**config.mk**
```make
export PLATFORM = sky130hd
export DESIGN_NAME = common_aligned_block_extractor_unit_flat
export DESIGN_NICKNAME = d
export VERILOG_FILES = /design/src/rtl/cabe_pkg.sv /design/src/rtl/cabe_in_if.sv /design/src/rtl/cabe_out_if.sv /design/src/rtl/common_aligned_block_extractor_unit.sv /design/src/flat_wrapper.sv
export SDC_FILE = /design/constraint.sdc
export NUM_CORES = 2
export LEC_CHECK = 0
export BUFFER_PORTS_ARGS = -buffer_cell sky130_fd_sc_hd__buf_2
export CAP_MARGIN = 0
export CELL_PAD_IN_SITES_DETAIL_PLACEMENT = 1
export CELL_PAD_IN_SITES_GLOBAL_PLACEMENT = 2
export CORE_UTILIZATION = 41
export CTS_CLUSTER_DIAMETER = 150
export CTS_CLUSTER_SIZE = 40
export DETAILED_ROUTE_END_ITERATION = 6
export GPL_ROUTABILITY_DRIVEN = 0
export PLACE_DENSITY = 0.9
export SETUP_SLACK_MARGIN = 0.3
export SYNTH_ARGS = -nofsm -noshare
export SYNTH_HDL_FRONTEND = slang
export SYNTH_SLANG_ARGS = --single-unit
```
**constraint.sdc**
```tcl
create_clock -name clk_i -period 9.2 [get_ports clk_i]
set_clock_uncertainty 0.1 [all_clocks]
set_input_delay 0.92 -clock clk_i [delete_from_list [all_inputs] [get_ports clk_i]]
set_output_delay 0.92 -clock clk_i [all_outputs]
set_load 0.005 [all_outputs]
```
**src/rtl/cabe_pkg.sv**
```systemverilog
package cabe_pkg;

  localparam int unsigned MAX_SLAVES = 8;
  localparam int unsigned POS_BITS   = 16;
  localparam int unsigned IN_W       = 17;
  localparam int unsigned OUT_W      = 16;
  localparam int unsigned SLV_W      = 4;
  localparam int unsigned IDX_W      = $clog2(MAX_SLAVES);
  localparam int unsigned ROW_W      = 4;

  localparam int unsigned APB_DW     = 32;
  localparam int unsigned APB_AW     = 3;

  localparam logic [APB_AW-1:0] ADDR_SLAVE_COUNT = APB_AW'(0);
  localparam logic [SLV_W-1:0]  SLAVE_COUNT_RST  = SLV_W'(1);

  typedef logic [POS_BITS-1:0] pos_t;

  // One closed block waiting to be sent out as range rows
  typedef struct packed {
    pos_t                        start_master;
    pos_t                        end_master;
    pos_t                        len;
    logic [SLV_W-1:0]            slaves;
    logic [MAX_SLAVES-1:0][POS_BITS-1:0] start_slave;
  } blk_t;

endpackage

```
**src/rtl/cabe_in_if.sv**
```systemverilog
interface cabe_in_if;
  logic                              valid;
  logic                              ready;
  logic signed [cabe_pkg::IN_W-1:0]  slave_pos_0;
  logic signed [cabe_pkg::IN_W-1:0]  slave_pos_1;
  logic signed [cabe_pkg::IN_W-1:0]  slave_pos_2;
  logic signed [cabe_pkg::IN_W-1:0]  slave_pos_3;
  logic signed [cabe_pkg::IN_W-1:0]  slave_pos_4;
  logic signed [cabe_pkg::IN_W-1:0]  slave_pos_5;
  logic signed [cabe_pkg::IN_W-1:0]  slave_pos_6;
  logic signed [cabe_pkg::IN_W-1:0]  slave_pos_7;
  logic                              last_residue;

  modport source (
    output valid, slave_pos_0, slave_pos_1, slave_pos_2, slave_pos_3,
           slave_pos_4, slave_pos_5, slave_pos_6, slave_pos_7, last_residue,
    input  ready
  );

  modport sink (
    input  valid, slave_pos_0, slave_pos_1, slave_pos_2, slave_pos_3,
           slave_pos_4, slave_pos_5, slave_pos_6, slave_pos_7, last_residue,
    output ready
  );
endinterface

```
**src/rtl/cabe_out_if.sv**
```systemverilog
interface cabe_out_if;
  logic                         valid;
  logic                         ready;
  logic [cabe_pkg::ROW_W-1:0]   row_number;
  logic [cabe_pkg::OUT_W-1:0]   range_from;
  logic [cabe_pkg::OUT_W-1:0]   range_to;
  logic                         block_done;

  modport source (
    output valid, row_number, range_from, range_to, block_done,
    input  ready
  );

  modport sink (
    input  valid, row_number, range_from, range_to, block_done,
    output ready
  );
endinterface

```
**src/rtl/common_aligned_block_extractor_unit.sv**
```systemverilog
// Path: an item that closes a block puts its first row on row_o through the block queue,
// then the output register; rows follow one per cycle while row_o is ready.
// Throughput: one item per cycle while no block closes. An item that closes blocks holds
// the input until all its rows (1 + slave count per block, up to 18 rows) have left the queue.
// Reset: asynchronous, active low; no open block, master counter 0, slave_count 1,
// queue and output register empty.
module common_aligned_block_extractor_unit (
  input  logic                          clk_i,
  input  logic                          rst_ni,
  cabe_in_if.sink                       item_i,
  cabe_out_if.source                    row_o,
  input  logic                          psel,
  input  logic                          penable,
  input  logic                          pwrite,
  input  logic [cabe_pkg::APB_AW-1:0]   paddr,
  input  logic [cabe_pkg::APB_DW-1:0]   pwdata,
  output logic [cabe_pkg::APB_DW-1:0]   prdata,
  output logic                          pready
);

  // configuration
  logic [cabe_pkg::SLV_W-1:0] sc_q;
  logic                       cfg_wr;

  // run state
  logic                                 run_open_q, run_open_d;
  cabe_pkg::pos_t                       mc_q, mc_d;
  cabe_pkg::pos_t                       rsm_q, rsm_d;
  cabe_pkg::pos_t                       rss_q [cabe_pkg::MAX_SLAVES];
  logic [cabe_pkg::SLV_W-1:0]           rs_q, rs_d;

  // block queue
  cabe_pkg::blk_t                       blk_q [2];
  logic [1:0]                           pend_q;
  logic [cabe_pkg::ROW_W-1:0]           row_q;

  // output register
  logic                                 ov_q;
  logic [cabe_pkg::ROW_W-1:0]           orow_q, orow_d;
  logic [cabe_pkg::OUT_W-1:0]           ofrom_q, ofrom_d;
  logic [cabe_pkg::OUT_W-1:0]           oto_q, oto_d;
  logic                                 odone_q, odone_d;

  logic                                 in_acc;
  logic                                 load;
  logic                                 row_last;

  logic signed [cabe_pkg::IN_W-1:0]     spos [cabe_pkg::MAX_SLAVES];
  logic [cabe_pkg::MAX_SLAVES-1:0]      aligned;
  cabe_pkg::pos_t                       p [cabe_pkg::MAX_SLAVES];
  logic [cabe_pkg::SLV_W-1:0]           cnt;
  logic                                 ok, all_al, close_a, close_b, keep, opens;
  cabe_pkg::pos_t                       dm;
  cabe_pkg::blk_t                       blk_a, blk_b;
  logic [cabe_pkg::IDX_W-1:0]           sidx;

  // ---------------- configuration port ----------------
  assign pready = 1'b1;
  assign cfg_wr = psel && penable && pwrite && pready
                  && (paddr == cabe_pkg::ADDR_SLAVE_COUNT);

  always_comb begin
    if (paddr == cabe_pkg::ADDR_SLAVE_COUNT) begin
      prdata = {{(cabe_pkg::APB_DW-cabe_pkg::SLV_W){1'b0}}, sc_q};
    end else begin
      prdata = '0;
    end
  end

  always_ff @(posedge clk_i or negedge rst_ni) begin
    if (!rst_ni) begin
      sc_q <= cabe_pkg::SLAVE_COUNT_RST;
    end else if (cfg_wr) begin
      sc_q <= pwdata[cabe_pkg::SLV_W-1:0];
    end
  end

  // ---------------- item evaluation ----------------
  assign item_i.ready = (pend_q == 2'd0);
  assign in_acc       = item_i.valid && item_i.ready;

  always_comb begin
    spos[0] = item_i.slave_pos_0;
    spos[1] = item_i.slave_pos_1;
    spos[2] = item_i.slave_pos_2;
    spos[3] = item_i.slave_pos_3;
    spos[4] = item_i.slave_pos_4;
    spos[5] = item_i.slave_pos_5;
    spos[6] = item_i.slave_pos_6;
    spos[7] = item_i.slave_pos_7;
  end

  // any negative position counts as unaligned; unaligned slots record zero
  always_comb begin
    for (int k = 0; k < cabe_pkg::MAX_SLAVES; k++) begin
      aligned[k] = !spos[k][cabe_pkg::IN_W-1];
      p[k]       = aligned[k] ? spos[k][cabe_pkg::POS_BITS-1:0] : '0;
    end
  end

  assign cnt = (sc_q > cabe_pkg::SLV_W'(cabe_pkg::MAX_SLAVES))
               ? cabe_pkg::SLV_W'(cabe_pkg::MAX_SLAVES) : sc_q;
  assign dm  = mc_q - rsm_q;

  always_comb begin
    ok     = 1'b1;
    all_al = 1'b1;
    for (int k = 0; k < cabe_pkg::MAX_SLAVES; k++) begin
      if (cabe_pkg::SLV_W'(k) < rs_q) begin
        if (!aligned[k] || ((p[k] - cabe_pkg::pos_t'(rss_q[k])) != dm)) begin
          ok = 1'b0;
        end
      end
      if (cabe_pkg::SLV_W'(k) < cnt && !aligned[k]) begin
        all_al = 1'b0;
      end
    end
  end

  assign close_a = run_open_q && !ok;
  assign keep    = run_open_q && ok;
  assign opens   = !keep && all_al;
  assign close_b = item_i.last_residue && (keep || opens);

  always_comb begin
    blk_a.start_master = rsm_q;
    blk_a.end_master   = mc_q - cabe_pkg::pos_t'(1);
    blk_a.len          = mc_q - cabe_pkg::pos_t'(1) - rsm_q;
    blk_a.slaves       = rs_q;
    for (int k = 0; k < cabe_pkg::MAX_SLAVES; k++) begin
      blk_a.start_slave[k] = rss_q[k];
    end

    // block closed by the last residue: either the kept run or a fresh one
    blk_b.start_master = opens ? mc_q : rsm_q;
    blk_b.end_master   = mc_q;
    blk_b.len          = opens ? '0 : dm;
    blk_b.slaves       = opens ? cnt : rs_q;
    for (int k = 0; k < cabe_pkg::MAX_SLAVES; k++) begin
      blk_b.start_slave[k] = opens ? p[k] : rss_q[k];
    end
  end

  always_comb begin
    run_open_d = run_open_q;
    mc_d       = mc_q;
    rsm_d      = rsm_q;
    rs_d       = rs_q;
    if (in_acc) begin
      if (opens) begin
        rsm_d = mc_q;
        rs_d  = cnt;
      end
      if (item_i.last_residue) begin
        run_open_d = 1'b0;
        mc_d       = '0;
      end else begin
        run_open_d = keep || opens;
        mc_d       = mc_q + cabe_pkg::pos_t'(1);
      end
    end
  end

  always_ff @(posedge clk_i or negedge rst_ni) begin
    if (!rst_ni) begin
      run_open_q <= 1'b0;
      mc_q       <= '0;
      rsm_q      <= '0;
      rs_q       <= '0;
    end else begin
      run_open_q <= run_open_d;
      mc_q       <= mc_d;
      rsm_q      <= rsm_d;
      rs_q       <= rs_d;
    end
  end

  always_ff @(posedge clk_i) begin
    if (in_acc && opens) begin
      for (int k = 0; k < cabe_pkg::MAX_SLAVES; k++) begin
        rss_q[k] <= p[k];
      end
    end
  end

  // ---------------- block queue and row drain ----------------
  assign load     = (pend_q != 2'd0) && (!ov_q || row_o.ready);
  assign row_last = (row_q == blk_q[0].slaves);
  assign sidx     = cabe_pkg::IDX_W'(row_q - cabe_pkg::ROW_W'(1));

  always_ff @(posedge clk_i or negedge rst_ni) begin
    if (!rst_ni) begin
      pend_q <= 2'd0;
      row_q  <= '0;
    end else if (in_acc) begin
      pend_q <= 2'(close_a) + 2'(close_b);
      row_q  <= '0;
    end else if (load) begin
      if (row_last) begin
        pend_q <= pend_q - 2'd1;
        row_q  <= '0;
      end else begin
        row_q  <= row_q + cabe_pkg::ROW_W'(1);
      end
    end
  end

  always_ff @(posedge clk_i) begin
    if (in_acc) begin
      blk_q[0] <= close_a ? blk_a : blk_b;
      blk_q[1] <= blk_b;
    end else if (load && row_last) begin
      blk_q[0] <= blk_q[1];
    end
  end

  always_comb begin
    orow_d = row_q;
    if (row_q == '0) begin
      ofrom_d = cabe_pkg::OUT_W'(blk_q[0].start_master);
      oto_d   = cabe_pkg::OUT_W'(blk_q[0].end_master);
      odone_d = (blk_q[0].slaves == '0);
    end else begin
      ofrom_d = cabe_pkg::OUT_W'(blk_q[0].start_slave[sidx]);
      oto_d   = cabe_pkg::OUT_W'(cabe_pkg::pos_t'(blk_q[0].start_slave[sidx])
                                 + blk_q[0].len);
      odone_d = row_last;
    end
  end

  always_ff @(posedge clk_i or negedge rst_ni) begin
    if (!rst_ni) begin
      ov_q <= 1'b0;
    end else if (load) begin
      ov_q <= 1'b1;
    end else if (row_o.ready) begin
      ov_q <= 1'b0;
    end
  end

  always_ff @(posedge clk_i) begin
    if (load) begin
      orow_q  <= orow_d;
      ofrom_q <= ofrom_d;
      oto_q   <= oto_d;
      odone_q <= odone_d;
    end
  end

  assign row_o.valid      = ov_q;
  assign row_o.row_number = orow_q;
  assign row_o.range_from = ofrom_q;
  assign row_o.range_to   = oto_q;
  assign row_o.block_done = odone_q;

  // ---------------- assertions ----------------
  a_last_clears: assert property (@(posedge clk_i) disable iff (!rst_ni)
    in_acc && item_i.last_residue |=> !run_open_q && (mc_q == '0))
    else $error("last item left a run open or counter nonzero");

  a_count_step: assert property (@(posedge clk_i) disable iff (!rst_ni)
    in_acc && !item_i.last_residue |=> mc_q == $past(mc_q) + cabe_pkg::pos_t'(1))
    else $error("master counter did not advance");

  a_row_range: assert property (@(posedge clk_i) disable iff (!rst_ni)
    row_o.valid |-> row_o.row_number <= cabe_pkg::ROW_W'(cabe_pkg::MAX_SLAVES))
    else $error("row number out of range");

  a_idle_row: assert property (@(posedge clk_i) disable iff (!rst_ni)
    pend_q == 2'd0 |-> row_q == '0)
    else $error("row index not reset with empty queue");

  a_drain_end: assert property (@(posedge clk_i) disable iff (!rst_ni)
    load && row_last && pend_q == 2'd1 |=> row_o.valid && row_o.block_done)
    else $error("last row of queue not flagged done");

endmodule

```
**src/flat_wrapper.sv**
```systemverilog
// flat-port wrapper written by rule: the top's interface ports become plain ports
module common_aligned_block_extractor_unit_flat 
  (clk_i, rst_ni, psel, penable, pwrite, paddr, pwdata, prdata, pready, item_i_valid, item_i_slave_pos_0, item_i_slave_pos_1, item_i_slave_pos_2, item_i_slave_pos_3, item_i_slave_pos_4, item_i_slave_pos_5, item_i_slave_pos_6, item_i_slave_pos_7, item_i_last_residue, item_i_ready, row_o_valid, row_o_row_number, row_o_range_from, row_o_range_to, row_o_block_done, row_o_ready);
  cabe_in_if item_i_i ();
  cabe_out_if row_o_i ();
  input  logic clk_i;
  input  logic rst_ni;
  input  logic psel;
  input  logic penable;
  input  logic pwrite;
  input  logic [cabe_pkg::APB_AW-1:0] paddr;
  input  logic [cabe_pkg::APB_DW-1:0] pwdata;
  output logic [cabe_pkg::APB_DW-1:0] prdata;
  output logic pready;
  input wire logic [$bits(item_i_i.valid)-1:0] item_i_valid;
  input wire logic [$bits(item_i_i.slave_pos_0)-1:0] item_i_slave_pos_0;
  input wire logic [$bits(item_i_i.slave_pos_1)-1:0] item_i_slave_pos_1;
  input wire logic [$bits(item_i_i.slave_pos_2)-1:0] item_i_slave_pos_2;
  input wire logic [$bits(item_i_i.slave_pos_3)-1:0] item_i_slave_pos_3;
  input wire logic [$bits(item_i_i.slave_pos_4)-1:0] item_i_slave_pos_4;
  input wire logic [$bits(item_i_i.slave_pos_5)-1:0] item_i_slave_pos_5;
  input wire logic [$bits(item_i_i.slave_pos_6)-1:0] item_i_slave_pos_6;
  input wire logic [$bits(item_i_i.slave_pos_7)-1:0] item_i_slave_pos_7;
  input wire logic [$bits(item_i_i.last_residue)-1:0] item_i_last_residue;
  output wire logic [$bits(item_i_i.ready)-1:0] item_i_ready;
  output wire logic [$bits(row_o_i.valid)-1:0] row_o_valid;
  output wire logic [$bits(row_o_i.row_number)-1:0] row_o_row_number;
  output wire logic [$bits(row_o_i.range_from)-1:0] row_o_range_from;
  output wire logic [$bits(row_o_i.range_to)-1:0] row_o_range_to;
  output wire logic [$bits(row_o_i.block_done)-1:0] row_o_block_done;
  input wire logic [$bits(row_o_i.ready)-1:0] row_o_ready;
  assign item_i_i.valid = item_i_valid;
  assign item_i_i.slave_pos_0 = item_i_slave_pos_0;
  assign item_i_i.slave_pos_1 = item_i_slave_pos_1;
  assign item_i_i.slave_pos_2 = item_i_slave_pos_2;
  assign item_i_i.slave_pos_3 = item_i_slave_pos_3;
  assign item_i_i.slave_pos_4 = item_i_slave_pos_4;
  assign item_i_i.slave_pos_5 = item_i_slave_pos_5;
  assign item_i_i.slave_pos_6 = item_i_slave_pos_6;
  assign item_i_i.slave_pos_7 = item_i_slave_pos_7;
  assign item_i_i.last_residue = item_i_last_residue;
  assign item_i_ready = item_i_i.ready;
  assign row_o_valid = row_o_i.valid;
  assign row_o_row_number = row_o_i.row_number;
  assign row_o_range_from = row_o_i.range_from;
  assign row_o_range_to = row_o_i.range_to;
  assign row_o_block_done = row_o_i.block_done;
  assign row_o_i.ready = row_o_ready;
  common_aligned_block_extractor_unit u_core (.clk_i(clk_i), .rst_ni(rst_ni), .item_i(item_i_i), .row_o(row_o_i), .psel(psel), .penable(penable), .pwrite(pwrite), .paddr(paddr), .pwdata(pwdata), .prdata(prdata), .pready(pready));
endmodule
```
After elaboration in Yosys (flattened, before gate mapping)

Memory sizes are Yosys's and may differ from the RTL's.
Cells that the tools add are included.

Memory bits (writable): 488
Memories kept: 2
Output and inout port bits: 72
Flip-flop bits (word level): 85
Logic and storage cells: 169
Input bits: 179

Memories:

| name         | depth | bits a word | read ports | clocked after Yosys merged registers in | write ports | line                                      | text |
|---|---|---|---|---|---|---|---|
| u_core.blk_q | 2     | 180         | 2          | 0                                       | 2           | common_aligned_block_extractor_unit.sv:33 | `cabe_pkg::blk_t blk_q [2];` |
| u_core.rss_q | 8     | 16          | 8          | 0                                       | 8           | common_aligned_block_extractor_unit.sv:29 | `cabe_pkg::pos_t rss_q [cabe_pkg::MAX_SLAVES];` |

Eq/ne operators: 9
Magnitude comparators: 18
Reductions and logical operators: 41
Mux-type cells: 69
Bitwise gates (word level): 1
Add/sub/neg operators: 17

Operators with widths:

| operator                                              | count |
|---|---|
| two-way mux 180 bit                                   | 2 |
| two-way mux 16 bit                                    | 22 |
| subtractor 16 bit                                     | 10 |
| inequality test 16 bit                                | 8 |
| binary-select mux 16 bit (select 3 bit)               | 1 |
| two-way mux 1 bit                                     | 35 |
| < comparator 3 x 4 -> 1 bit (first input constant)    | 8 |
| two-way mux 4 bit                                     | 6 |
| logical AND 1 bit                                     | 19 |
| adder 16 x 1 -> 16 bit (second input constant)        | 1 |
| adder 16 bit                                          | 1 |
| < comparator 1 x 4 -> 1 bit (first input constant)    | 4 |
| < comparator 2 x 4 -> 1 bit (first input constant)    | 4 |
| subtractor 16 x 1 -> 16 bit (second input constant)   | 1 |
| logical OR 1 bit                                      | 10 |
| zero test 4 bit                                       | 2 |
| nonzero test 2 bit                                    | 4 |
| two-way mux 2 bit                                     | 3 |
| adder 4 x 1 -> 4 bit (second input constant)          | 1 |
| == test 4 bit                                         | 1 |
| greater-than comparator 4 bit (second input constant) | 1 |
| < comparator 3 x 4 -> 1 bit (second input constant)   | 1 |
| zero test 1 bit                                       | 3 |
| zero test 3 bit                                       | 1 |
| 6 further kinds                                       | 6 |

Logic depth before layout (Yosys ltp)

Depth after elaboration: 27
Mapped depth: 24
Mapped depth without buffers: 21

Worst setup path after synthesis

Ideal clock, no wire load.

Path type: input port to flip-flop
From: input item_i_valid
To: memory u_core.rss_q[0][0] (netlist name) (enable)
Stages on the path: 5
Slack: 0.803 ns
Data arrival time: 7.816 ns
Library setup time: 0.481 ns
Required time: 8.619 ns
Buffers on the path: 1
Path through: nand2_1 > inv_1 > nand2_1 > buf_2 > inv_1

RTL lines:

| what            | line                                      | text |
|---|---|---|
| start, declared | flat_wrapper.sv:15                        | `input wire logic [$bits(item_i_i.valid)-1:0] item_i_valid;` |
| end, declared   | common_aligned_block_extractor_unit.sv:29 |  |

==> metrics.txt <==
# TYPE chip_impl_metric gauge
chip_impl_info{name="status",value="completed"} 1
chip_impl_info{name="timing.critical_path.from_type",value="register"} 1
chip_impl_metric{name="cts_htree_levels",unit=""} 1
chip_impl_metric{name="preCtsSetupSlack",unit="ns"} 1.87
chip_impl_metric{name="critPathRequiredTime",unit="ns"} 9.44
chip_impl_metric{name="floorplan.die_area",unit="sq mm"} 0.0894
chip_impl_metric{name="via_per_inst",unit=""} 5.65
chip_impl_metric{name="grt_antenna_before_repair",unit=""} 5
chip_impl_metric{name="ys_async_sr_fraction",unit="%"} 8.38
chip_impl_info{name="category_of_the_critical_setup_timing_path",value="reg2reg"} 1
chip_impl_metric{name="grt_max_degree",unit=""} 181
chip_impl_metric{name="design.final.nets",unit=""} 3928
chip_impl_metric{name="die_h",unit="um"} 299
chip_impl_metric{name="drt_pre_antenna_iters",unit=""} 5
chip_impl_metric{name="final_period_minus_worst_setup_slack",unit="ns"} 7.45
chip_impl_metric{name="clk-insertion-delay-late",unit="ns"} 0.63
chip_impl_metric{name="synth_enable_flop_cells",unit=""} 525
chip_impl_info{name="timing.critical_path.to_type",value="register"} 1
chip_impl_metric{name="max-clock-path-buffers",unit=""} 3
chip_impl_info{name="final_common_cell",value="sky130_fd_sc_hd__edfxtp_1"} 1
chip_impl_metric{name="max_freq",unit="GHz"} 0.134
chip_impl_metric{name="grt_overflow",unit=""} 0
chip_impl_metric{name="setup_viol",unit=""} 0
chip_impl_metric{name="reg2reg_depth",unit=""} 14
chip_impl_metric{name="reg2reg_slack",unit="ns"} 1.75
chip_impl_metric{name="vias",unit=""} 26759
chip_impl_metric{name="via_count_of_the_first_global_routing_pass",unit=""} 26528
chip_impl_metric{name="synth.yosys.seq_area_share",unit="%"} 46.9
chip_impl_metric{name="postSynthAreaPerCell",unit="sq um"} 10.4
chip_impl_info{name="worstReg2RegEnd",value="u_core.blk_q[0][137]"} 1
chip_impl_metric{name="vdd_ir_drop_max",unit="mV"} 0.280
chip_impl_metric{name="path_clk_slew",unit="ns"} 0.15
chip_impl_metric{name="remaining_drc_errors",unit=""} 0
chip_impl_metric{name="syn_area",unit="sq mm"} 0.0361
chip_impl_metric{name="p_int",unit="W"} 0.00733
chip_impl_metric{name="report.final.slew_viol_count",unit=""} 0
chip_impl_metric{name="synth.ff_latch_count",unit=""} 573
chip_impl_metric{name="sink_count_of_the_clock_tree",unit=""} 573
chip_impl_metric{name="detailedPlacementHpwl",unit="mm"} 80.9
chip_impl_info{name="worst_hold_path_type",value="in2async"} 1
chip_impl_metric{name="core_area",unit="sq mm"} 0.0870
chip_impl_metric{name="tritoncts.num_buffers",unit=""} 18
chip_impl_metric{name="max_cap_violations",unit=""} 0
chip_impl_metric{name="floorplan.rows",unit=""} 108
chip_impl_info{name="most-common-layout-cells",value="sky130_fd_sc_hd__edfxtp_1 (525), sky130_fd_sc_hd__nand2_1 (394), sky130_fd_sc_hd__o21ai_0 (247)"} 1
chip_impl_metric{name="power.total",unit="W"} 0.0137
chip_impl_metric{name="power_frac_comb",unit="%"} 59.0
chip_impl_info{name="reg2reg_from",value="u_core.mc_q[4]"} 1
chip_impl_metric{name="period_share",unit="%"} 81.0
chip_impl_metric{name="initial_standard_cell_utilization_of_the_core",unit="%"} 41.5
chip_impl_info{name="yosys.area.top_type",value="sky130_fd_sc_hd__edfxtp_1"} 1
chip_impl_metric{name="cts_repair_resize_count",unit=""} 0
chip_impl_metric{name="post-route-worst-setup-slack",unit="ns"} 1.75
chip_impl_metric{name="post_route_cells_drive_above_1_share",unit="%"} 10.4
chip_impl_metric{name="areaGrowthSynthToFinish",unit="%"} 7.24
chip_impl_metric{name="power.net_switching",unit="W"} 0.00634
chip_impl_metric{name="power_frac_seq",unit="%"} 31.9
chip_impl_metric{name="synthDominantCellAreaShare",unit="%"} 43.6
chip_impl_metric{name="tns",unit="ns"} 0
chip_impl_metric{name="finalHoldWorstSlack",unit="ns"} 0.322
chip_impl_metric{name="placement.io_buffers",unit=""} 193
chip_impl_metric{name="num-fill-cells",unit=""} 9758
chip_impl_metric{name="postSynthCellCount",unit=""} 3488
chip_impl_metric{name="post_cts.repair.setup_buffers",unit=""} 0
chip_impl_metric{name="tightest_slew",unit="ns"} 1.31
chip_impl_metric{name="number_of_distinct_standard_cells_referenced_by_the_synthesized_netlist",unit=""} 95
chip_impl_metric{name="grt_util_all_layers",unit="%"} 24.3
chip_impl_info{name="clockRootBuffer",value="sky130_fd_sc_hd__clkbuf_16"} 1
chip_impl_metric{name="die_width",unit="um"} 299
chip_impl_info{name="grt_setup_unrepaired",value="false"} 1
chip_impl_metric{name="detail_route.wirelength",unit="mm"} 111
chip_impl_metric{name="power.share.switching",unit="%"} 46.4
chip_impl_metric{name="route.detailed.wl_per_inst",unit="um"} 23.4
chip_impl_metric{name="ant_nets",unit=""} 0
chip_impl_metric{name="slew_headroom",unit="%"} 12.5
chip_impl_metric{name="clock_power_share",unit="%"} 9.1
chip_impl_metric{name="post-route-util",unit="%"} 44.5
chip_impl_metric{name="cp_data_arrival_time",unit="ns"} 7.68
chip_impl_metric{name="grt_first_pass_wirelength",unit="mm"} 166
chip_impl_metric{name="final_hold_viol_count",unit=""} 0
chip_impl_metric{name="hold_buffers",unit=""} 0
chip_impl_metric{name="power_density",unit="mW/mm^2"} 353
chip_impl_metric{name="first_iter_violations",unit=""} 2105
chip_impl_metric{name="pin_count",unit=""} 251
chip_impl_metric{name="static-leakage-power",unit="nW"} 15.2
chip_impl_info{name="synth_area_leaders",value="sky130_fd_sc_hd__edfxtp_1 (44%), sky130_fd_sc_hd__ha_1 (6.0%), sky130_fd_sc_hd__xnor2_1 (4.8%), sky130_fd_sc_hd__mux2i_1 (4.3%), sky130_fd_sc_hd__nand2_1 (4.1%)"} 1
chip_impl_info{name="cts_tree",value="built"} 1
chip_impl_info{name="ys_dominant_reg_cell",value="sky130_fd_sc_hd__edfxtp_1"} 1
chip_impl_metric{name="yosysWarningCount",unit=""} 0
chip_impl_metric{name="critPathMaxFanout",unit=""} 18
-- area by class of cell --
class / count / area (sq um) / share of cell area [%]
Sequential cell: 573 / 17000 / 43.8
Timing Repair Buffer: 234 / 1340 / 3.45
Clock inverter: 3 / 30.0 / 0.0775
Multi-Input combinational cell: 2535 / 17700 / 45.6
Tap cell: 1155 / 1450 / 3.73
Clock buffer: 29 / 534 / 1.38
Inverter: 204 / 778 / 2.01
Antenna cell: 1 / 2.50 / 0.00645
-- cells in the mapped netlist, drive strengths merged (32+ instances only) --
library cell,n
dfrtp,47
o21ai,379
buf,80
a21oi,152
nor3,49
nand2b,41
clkbuf,123
mux4,32
mux2,63
nor2,183
mux2i,154
xor2,80
nand3,59
edfxtp,525
nand2,396
inv,204
ha,172
o21a,32
a21o,35
xnor2,201
nor2b,141
-- per-layer routing --
| metal | GRT usage, % | part of all wire [%] |
|---|---|---|
| met1 | 34.7 | 46 |
| met2 | 39.3 | 46 |
| met3 | 2.17 | 5.5 |
| met4 | 6.81 | 3.0 |
| met5 | 0 | 0 |
-- power by group through the flow --
stage / combinational, W / sequential (W) / clock, W
CTS: 0.00803 / 0.00435 / 0.00127
global placement: 0.00781 / 0.00438 / 0
detailed placement: 0.00800 / 0.00441 / 0
floorplan: 0.00517 / 0.00433 / 0
global route: 0.00860 / 0.00442 / 0.00133
finish: 0.00806 / 0.00436 / 0.00124
-- stage by stage --
stage / cells / cell area [sq um]
after floorplan: 3515 / 36200
after global placement: 4701 / 38200
after detailed placement: 4701 / 38200
after CTS: 4733 / 38800
after global routing: 4733 / 38800
final: 4734 / 38800
-- logic make-up after synthesis --
logic type | share of synthesized area, %
AO/OA/AOI/OAI | 13.0
XOR/XNOR | 7.43
adder cells (fa/ha/maj) | 6.56
buffers and inverters | 4.67
flip-flops | 46.9
multiplexers | 8.22
other | 0.0208
AND/OR/NAND/NOR | 13.2
-- state kept, by name, indices dropped and copies added (netlist names), 16 cells and up --
| signal | count |
|---|---|
| u_core.blk_q | 360 |
| u_core.mc_q | 16 |
| u_core.row_o.range_from | 16 |
| u_core.row_o.range_to | 16 |
| u_core.rsm_q | 16 |
| u_core.rss_q | 128 |
-- worst max path at each step --
stage | startpoint | to | depth (start not counted)
6_report | u_core.mc_q[4] | u_core.blk_q[0][137] | 14
5_1_grt | u_core.mc_q[0] | u_core.blk_q[0][137] | 16
4_1_cts | u_core.mc_q[4] | u_core.blk_q[0][137] | 14
3_5_place_dp | item_i_slave_pos_4[16] | u_core.blk_q[0][137] | 17
3_3_place_gp | item_i_slave_pos_4[16] | u_core.blk_q[0][155] | 18
2_1_floorplan | item_i_valid | u_core.rss_q[0][0] | 5
-- critical path, cell delays in order, from the launching register on --
cell and delay, ns:
sky130_fd_sc_hd__dfrtp_1 0.62, sky130_fd_sc_hd__ha_1 0.65, sky130_fd_sc_hd__or2_1 0.16, sky130_fd_sc_hd__a31oi_1 0.16, sky130_fd_sc_hd__a2111o_1 0.45, sky130_fd_sc_hd__a211oi_2 0.79, sky130_fd_sc_hd__buf_4 0.32, sky130_fd_sc_hd__xor3_1 0.36
sky130_fd_sc_hd__a2111oi_1 0.32, sky130_fd_sc_hd__nand4_1 0.36, sky130_fd_sc_hd__a22oi_1 0.42, sky130_fd_sc_hd__o2111ai_1 0.61, sky130_fd_sc_hd__o21ai_2 1.05, sky130_fd_sc_hd__nor2_1 0.16, sky130_fd_sc_hd__a221oi_1 0.61
Power figures use the tool's default switching activity.
